<file path="config.mk">
export PLATFORM = sky130hd
export DESIGN_NAME = bkvt_ctrl
export DESIGN_NICKNAME = d
export VERILOG_FILES = /design/src/bkvt_pkg.sv /design/src/bkvt_ctrl.sv
export SDC_FILE = /design/constraint.sdc
export NUM_CORES = 1
export LEC_CHECK = 0
export BUFFER_PORTS_ARGS = -buffer_cell sky130_fd_sc_hd__buf_2
export CORE_UTILIZATION = 25
export DETAILED_ROUTE_END_ITERATION = 10
export GPL_TIMING_DRIVEN = 0
export PLACE_DENSITY_LB_ADDON = 0.08
export SYNTH_ARGS = -nofsm -noshare
export SYNTH_HDL_FRONTEND = slang
export SYNTH_SLANG_ARGS = --single-unit
</file>
<file path="constraint.sdc">
create_clock -name clk_i -period 1.4 [get_ports clk_i]
set_input_delay 0.28 -clock clk_i [delete_from_list [all_inputs] [get_ports clk_i]]
set_output_delay 0.28 -clock clk_i [all_outputs]
set_load 0.005 [all_outputs]
</file>
<file path="src/bkvt_pkg.sv">
// Shared types and constants of the byte key/value table.
// Used by bkvt_ctrl, bkvt_dp and byte_key_value_table_core.
`default_nettype none

package bkvt_pkg;

  // Default sizes of the table
  localparam int unsigned EntriesDef  = 32;
  localparam int unsigned ValueMaxDef = 4096;
  localparam int unsigned KeyMaxDef   = 64;

  // Fixed field widths
  localparam int unsigned CMD_W    = 3;
  localparam int unsigned BYTE_W   = 8;
  localparam int unsigned LEN_W    = 16;
  localparam int unsigned STATUS_W = 3;
  localparam int unsigned VLEN_W   = 13;

  typedef enum logic [CMD_W-1:0] {
    CMD_KEY_BYTE   = 3'd0,
    CMD_SET        = 3'd1,
    CMD_VALUE_BYTE = 3'd2,
    CMD_GET        = 3'd3,
    CMD_READ_BYTE  = 3'd4,
    CMD_DELETE     = 3'd5
  } cmd_e;

  typedef enum logic [STATUS_W-1:0] {
    ST_OK           = 3'd0,
    ST_NOT_FOUND    = 3'd1,
    ST_KEY_LONG     = 3'd2,
    ST_VALUE_LONG   = 3'd3,
    ST_FULL         = 3'd4,
    ST_NOTHING_OPEN = 3'd5
  } status_e;

  typedef enum logic [1:0] {
    MODE_NONE  = 2'd0,
    MODE_WRITE = 2'd1,
    MODE_READ  = 2'd2
  } mode_e;

  // Datapath operations issued by the controller
  typedef enum logic [4:0] {
    OP_NONE,
    OP_KEY_BYTE,
    OP_VALUE_BYTE,
    OP_READ_ISSUE,
    OP_REJECT,
    OP_START,
    OP_SLOT_RD,
    OP_SLOT_NEXT,
    OP_MATCH,
    OP_BYTE_RD,
    OP_BYTE_NEXT,
    OP_SET,
    OP_CP_RD,
    OP_CP_WR,
    OP_DELETE,
    OP_GET_RD,
    OP_GET_OPEN,
    OP_FINISH
  } dp_op_e;

  // Which extra fields a result carries
  typedef enum logic [1:0] {
    RES_PLAIN,
    RES_GET,
    RES_READ
  } res_kind_e;

  typedef enum logic [3:0] {
    S_IDLE,
    S_READ,
    S_SLOT,
    S_LEN,
    S_BYTE_RD,
    S_BYTE_CMP,
    S_RESOLVE,
    S_CP_RD,
    S_CP_WR,
    S_GET,
    S_FINISH
  } state_e;

  typedef struct packed {
    dp_op_e    op;
    logic      out_load;
    status_e   out_status;
    res_kind_e out_kind;
  } ctrl_cmd_t;

  typedef struct packed {
    logic out_busy;
    logic key_long;
    logic value_long;
    logic wr_open;
    logic rd_open;
    logic slot_match;
    logic slot_last;
    logic byte_eq;
    logic byte_last;
    logic zero_key;
    logic hit;
    logic free_found;
  } dp_stat_t;

endpackage

`default_nettype wire

</file>
<file path="src/bkvt_ctrl.sv">
// Controller of the byte key/value table: sequences the slot search,
// key copy and transfers. Depends on bkvt_pkg.
`default_nettype none

module bkvt_ctrl
  import bkvt_pkg::*;
(
  input  logic                clk_i,
  input  logic                rst_ni,
  input  logic                in_valid_i,
  output logic                in_stall_o,
  input  logic [CMD_W-1:0]    command_i,
  input  dp_stat_t            stat_i,
  output ctrl_cmd_t           ctrl_o
);

  state_e state_q, state_d;
  cmd_e   cmd_q, cmd_d;
  logic   in_fire;

  assign in_stall_o = (state_q != S_IDLE) || stat_i.out_busy;
  assign in_fire    = in_valid_i && !in_stall_o;

  // State and latched command
  always_ff @(posedge clk_i or negedge rst_ni) begin
    if (!rst_ni) begin
      state_q <= S_IDLE;
      cmd_q   <= CMD_KEY_BYTE;
    end else begin
      state_q <= state_d;
      cmd_q   <= cmd_d;
    end
  end

  // Next state
  always_comb begin
    state_d = state_q;
    cmd_d   = cmd_q;
    unique case (state_q)
      S_IDLE: begin
        if (in_fire) begin
          cmd_d = cmd_e'(command_i);
          unique case (cmd_e'(command_i))
            CMD_READ_BYTE: if (stat_i.rd_open) state_d = S_READ;
            CMD_SET: if (!stat_i.value_long && !stat_i.key_long) state_d = S_SLOT;
            CMD_GET, CMD_DELETE: if (!stat_i.key_long) state_d = S_SLOT;
            default: state_d = S_IDLE;
          endcase
        end
      end
      S_READ: state_d = S_IDLE;
      S_SLOT: state_d = S_LEN;
      S_LEN: begin
        priority if (stat_i.slot_match && stat_i.zero_key) state_d = S_RESOLVE;
        else if (stat_i.slot_match) state_d = S_BYTE_RD;
        else if (stat_i.slot_last) state_d = S_RESOLVE;
        else state_d = S_SLOT;
      end
      S_BYTE_RD: state_d = S_BYTE_CMP;
      S_BYTE_CMP: begin
        priority if (!stat_i.byte_eq) state_d = stat_i.slot_last ? S_RESOLVE : S_SLOT;
        else if (stat_i.byte_last) state_d = S_RESOLVE;
        else state_d = S_BYTE_RD;
      end
      S_RESOLVE: begin
        unique case (cmd_q)
          CMD_SET: begin
            priority if (!(stat_i.hit || stat_i.free_found)) state_d = S_IDLE;
            else if (stat_i.zero_key) state_d = S_FINISH;
            else state_d = S_CP_RD;
          end
          CMD_GET: state_d = stat_i.hit ? S_GET : S_IDLE;
          default: state_d = S_IDLE;
        endcase
      end
      S_CP_RD: state_d = S_CP_WR;
      S_CP_WR: state_d = stat_i.byte_last ? S_FINISH : S_CP_RD;
      S_GET: state_d = S_FINISH;
      S_FINISH: state_d = S_IDLE;
      default: state_d = S_IDLE;
    endcase
  end

  // Datapath commands
  always_comb begin
    ctrl_o            = '0;
    ctrl_o.op         = OP_NONE;
    ctrl_o.out_status = ST_OK;
    ctrl_o.out_kind   = RES_PLAIN;
    unique case (state_q)
      S_IDLE: begin
        if (in_fire) begin
          ctrl_o.out_load = 1'b1;
          unique case (cmd_e'(command_i))
            CMD_KEY_BYTE: ctrl_o.op = OP_KEY_BYTE;
            CMD_VALUE_BYTE: begin
              if (stat_i.wr_open) ctrl_o.op = OP_VALUE_BYTE;
              else ctrl_o.out_status = ST_NOTHING_OPEN;
            end
            CMD_READ_BYTE: begin
              if (stat_i.rd_open) begin
                ctrl_o.op       = OP_READ_ISSUE;
                ctrl_o.out_load = 1'b0;
              end else begin
                ctrl_o.out_status = ST_NOTHING_OPEN;
              end
            end
            CMD_SET: begin
              priority if (stat_i.value_long) begin
                ctrl_o.op         = OP_REJECT;
                ctrl_o.out_status = ST_VALUE_LONG;
              end else if (stat_i.key_long) begin
                ctrl_o.op         = OP_REJECT;
                ctrl_o.out_status = ST_KEY_LONG;
              end else begin
                ctrl_o.op       = OP_START;
                ctrl_o.out_load = 1'b0;
              end
            end
            CMD_GET, CMD_DELETE: begin
              if (stat_i.key_long) begin
                ctrl_o.op         = OP_REJECT;
                ctrl_o.out_status = ST_KEY_LONG;
              end else begin
                ctrl_o.op       = OP_START;
                ctrl_o.out_load = 1'b0;
              end
            end
            default: ctrl_o.op = OP_NONE;
          endcase
        end
      end
      S_READ: begin
        ctrl_o.out_load = 1'b1;
        ctrl_o.out_kind = RES_READ;
      end
      S_SLOT: ctrl_o.op = OP_SLOT_RD;
      S_LEN: begin
        priority if (stat_i.slot_match && stat_i.zero_key) ctrl_o.op = OP_MATCH;
        else if (stat_i.slot_match) ctrl_o.op = OP_NONE;
        else ctrl_o.op = OP_SLOT_NEXT;
      end
      S_BYTE_RD: ctrl_o.op = OP_BYTE_RD;
      S_BYTE_CMP: begin
        priority if (!stat_i.byte_eq) ctrl_o.op = OP_SLOT_NEXT;
        else if (stat_i.byte_last) ctrl_o.op = OP_MATCH;
        else ctrl_o.op = OP_BYTE_NEXT;
      end
      S_RESOLVE: begin
        unique case (cmd_q)
          CMD_SET: begin
            if (stat_i.hit || stat_i.free_found) begin
              ctrl_o.op = OP_SET;
            end else begin
              ctrl_o.op         = OP_FINISH;
              ctrl_o.out_load   = 1'b1;
              ctrl_o.out_status = ST_FULL;
            end
          end
          CMD_GET: begin
            if (stat_i.hit) begin
              ctrl_o.op = OP_GET_RD;
            end else begin
              ctrl_o.op         = OP_FINISH;
              ctrl_o.out_load   = 1'b1;
              ctrl_o.out_status = ST_NOT_FOUND;
            end
          end
          default: begin
            ctrl_o.out_load = 1'b1;
            if (stat_i.hit) begin
              ctrl_o.op = OP_DELETE;
            end else begin
              ctrl_o.op         = OP_FINISH;
              ctrl_o.out_status = ST_NOT_FOUND;
            end
          end
        endcase
      end
      S_CP_RD: ctrl_o.op = OP_CP_RD;
      S_CP_WR: ctrl_o.op = OP_CP_WR;
      S_GET: ctrl_o.op = OP_GET_OPEN;
      S_FINISH: begin
        ctrl_o.op       = OP_FINISH;
        ctrl_o.out_load = 1'b1;
        ctrl_o.out_kind = (cmd_q == CMD_GET) ? RES_GET : RES_PLAIN;
      end
      default: ctrl_o.op = OP_NONE;
    endcase
  end

endmodule

`default_nettype wire

</file>
==> flow_summary.toml <==
[detailed_routing]
routed_wl_um = 3384
post-route-drc-count = 0
wl_per_cell_um = 14.10
dr.pass1.iters = 4
antenna_left = 0
routed-via-count = 1238
drt_iter0_markers = 74
via_per_inst = 5.158

[floorplanning]
die_area_mm2 = 0.004215
start_util_pct = 26.63
core-area_mm2 = 0.003716
die_h_um = 64.92
ios = 30
dieWidth_um = 64.92
rows = 22

[outcome]
violations = "setup timing"
status = "complete, but fails checks"

[yosys]
ys_seq_elements = 7
synth-xor-area-share_pct = 0.8850
async_flop_share_pct = 100.0
syn_inst = 136
synth_ff_type = "dfrtp_1"
syn-num-nets = 154
synth_edf_count = 0
synth_top_area_cell = "dfrtp_1"
synth_common_cells = "23 x nand2_1, 9 x nand3_1, 9 x o21ai_0"
syn_avg_cell_area_um2 = 7.277
synth_compound_gate_area_share_pct = 29.84
ys_seq_area_share_pct = 17.70
synthTopCellsByArea = "dfrtp_1 18%, nand2_1 8.7%, nand3_1 4.6%"
synth.top_cell.area_share_pct = 17.70
yosys.area_share.simple_pct = 40.71
ys_warn_count = 0
syn_area_um2 = 989.7
ys_types = 45
yosysMostFrequentCell = "nand2_1"
synth_top_family_by_area = "simple AND/OR/NAND/NOR gates"
muxShareOfSynthArea_pct = 2.149
synth_fa_ha_area_share_pct = 0

[sta]
layout_min_cycle_time_ps = 1870
setup_slack_ps = -470.2
tightestPinTransition_ps = 449.7
setup_violations = 14
finalClockSkew_ps = 3.917
holdWs_ps = 410.3
relSlewSlack_pct = 70.02
hold_viol_final = 0
rsz0062_at_grt = "true"
fmaxAchievable_mhz = 534.7
finalCritPeriodShare_pct = 133.6
slew_viol_final = 0

[clocking]
h-tree-depth = 1
clk_path_buf_depth = 2
path_clk_slew_ps = 40
numCtsBuffers = 3
ctsRootBufferMaster = "clkbuf_8"
cts.sinks = 7
tritoncts = "built"
clk_latency_ps = 230

[final_layout]
syn2layout_area_growth_pct = 61.57
diodes = 0
num-fill-cells = 393
fin_nets = 211
drive_gt1_share_pct = 53.65
final_area_mm2 = 0.001599

[setup_path]
crit_fanout = 6
crit_family = "simple AND/OR/NAND/NOR gates"
worst_ep_required_time_ps = 1120
path_buf_inv = 3
start_kind = "flop"
max_stage_delay_ps = 420
critPathCaptureType = "primary output"
critical_path.cell_chain = "buf_6 > nor2_4 > nand3b_4 > nor2_4 > buf_6 > nand3_2 > nand2_1 > buf_2"
crit_type = "flop to primary output"
slowest_stage = "dfrtp_2"
cp.arrival_ps = 1590

[placement]
dpl.hpwl_um = 2414
place_area_mm2 = 0.001217
portBuffers = 28
gp_congestion = 0.8589

[pwr]
peakVddDrop_uv = 706.1
power.density_mw_per_mm2 = 1446
leakage_uw = 0.0007213

[grt]
grt_pass1_wl_um = 5513
grt_util_all_layers_pct = 16.86
grt_antenna_before_repair = 0
gr-total-overflow = 0
grt_pass1_vias = 1172
grt_max_degree = 11

[min_path]
hold_path_class = "input pin to asynchronous set/reset pin"

[job]
maxCapViolations = 0
## worst register-to-register path, cell delays in order, from the launching register on
cell      delay, ps
dfrtp_2         420
buf_6           140
nor2_4          150
nand3b_4        110
nor2_4          190
buf_4           150
a31oi_2         120
a41oi_2         200
## cell families (layout without fill, tap and decap cells)
kind of cell	Yosys count	in the layout
and+or+nand+nor	67	67
xor gates and xnor gates	1	1
muxes	2	2
DFF	7	7
AOI/OAI and AO/OA	44	44
buffers and inverters	15	71
## metal layers
metal / vias up / global-route usage [%] / part of all wire [%]
li1: 607 / - / -
met1: 585 / 22.93 / 48
met3: 6 / 1.408 / 3.6
met2: 40 / 27.73 / 47
met5: - / 0 / 0
met4: 0 / 5.556 / 1.6
## final timing paths
path,cells past startpoint,from,slack [ps],end
max,8,state_q[1]$_DFFE_PN0P_,-470,ctrl_o[6]
min,2,rst_ni,410,state_q[0]$_DFFE_PN0P_
max reg2reg,7,state_q[1]$_DFFE_PN0P_,-160,state_q[1]$_DFFE_PN0P_
min reg2reg,2,cmd_q[2]$_DFFE_PN0P_,560,cmd_q[2]$_DFFE_PN0P_
max in group asynchronous,2,rst_ni,810,state_q[2]$_DFFE_PN0P_
min in group clk_i,3,stat_i[2],410,state_q[3]$_DFFE_PN0P_
## through the flow
stage                     setup slack (ps)  total power (uW)  util [%]  TNS, ps  cells
after global placement              -291.9              1479     32.76    -2233    212
after floorplan                     -15.72              1154         -   -29.64    136
after global routing                -570.4              2479     43.03    -5533    240
after detailed placement            -289.5              1481     32.76    -2173    212
final                               -470.2              2313     43.03    -4358    240
after CTS                           -443.1              2026     38.59    -3854    227
## repair_timing
| action | CTS | global route |
|---|---|---|
| resized for setup | 23 | 16 |
| hold endpoints to repair | 7 | 0 |
| pin swaps | 8 | 17 |
| setup endpoints to repair | 14 | 15 |
| setup buffers | 9 | 13 |
| hold buffers | 1 | 0 |
| cloned | 1 | 0 |
## cell type report
type                    instances  area, um2  share of cell area (%)
plain buffers                   8      70.07                   4.382
well taps                      48      60.06                   3.756
flip-flops and latches          7      177.7                   11.11
clock buffers                   4      45.04                   2.817
inverters                       7      28.78                   1.800
multi-input cells             114      877.1                   54.85
repair buffers                 52      340.3                   21.28
## layout by cell type, fill, tap and decap left out, types with 2 or more instances in the layout
cell       n
nor2b_4    2
o21a_1     2
dfrtp_2    2
o211ai_1   2
or3_1      2
o21ai_0    7
a21oi_1    4
buf_4     20
clkbuf_1   2
o31ai_1    2
clkbuf_8   3
nand2_2    3
a21oi_2    4
a31oi_1    2
inv_1      6
nand4_1    2
o21ai_1    5
nand2_1   20
o22ai_1    3
nand2b_4   5
nor2_1     3
nand3_1    8
dfrtp_1    5
buf_2     29
nand2b_1   2
nor2_4     7
buf_6      9
## report_power, final
group          internal, uW  switching [uW]  leakage (uW)
clock network           197            84.4     0.0000228
logic                   824             829      0.000610
registers               279            99.8     0.0000890
total                  1300            1010      0.000721
## registers in the layout, summed over array words and instances (netlist names)
register  count
state_q       4
cmd_q         3
No activity file was read; power rests on OpenSTA's default activity.
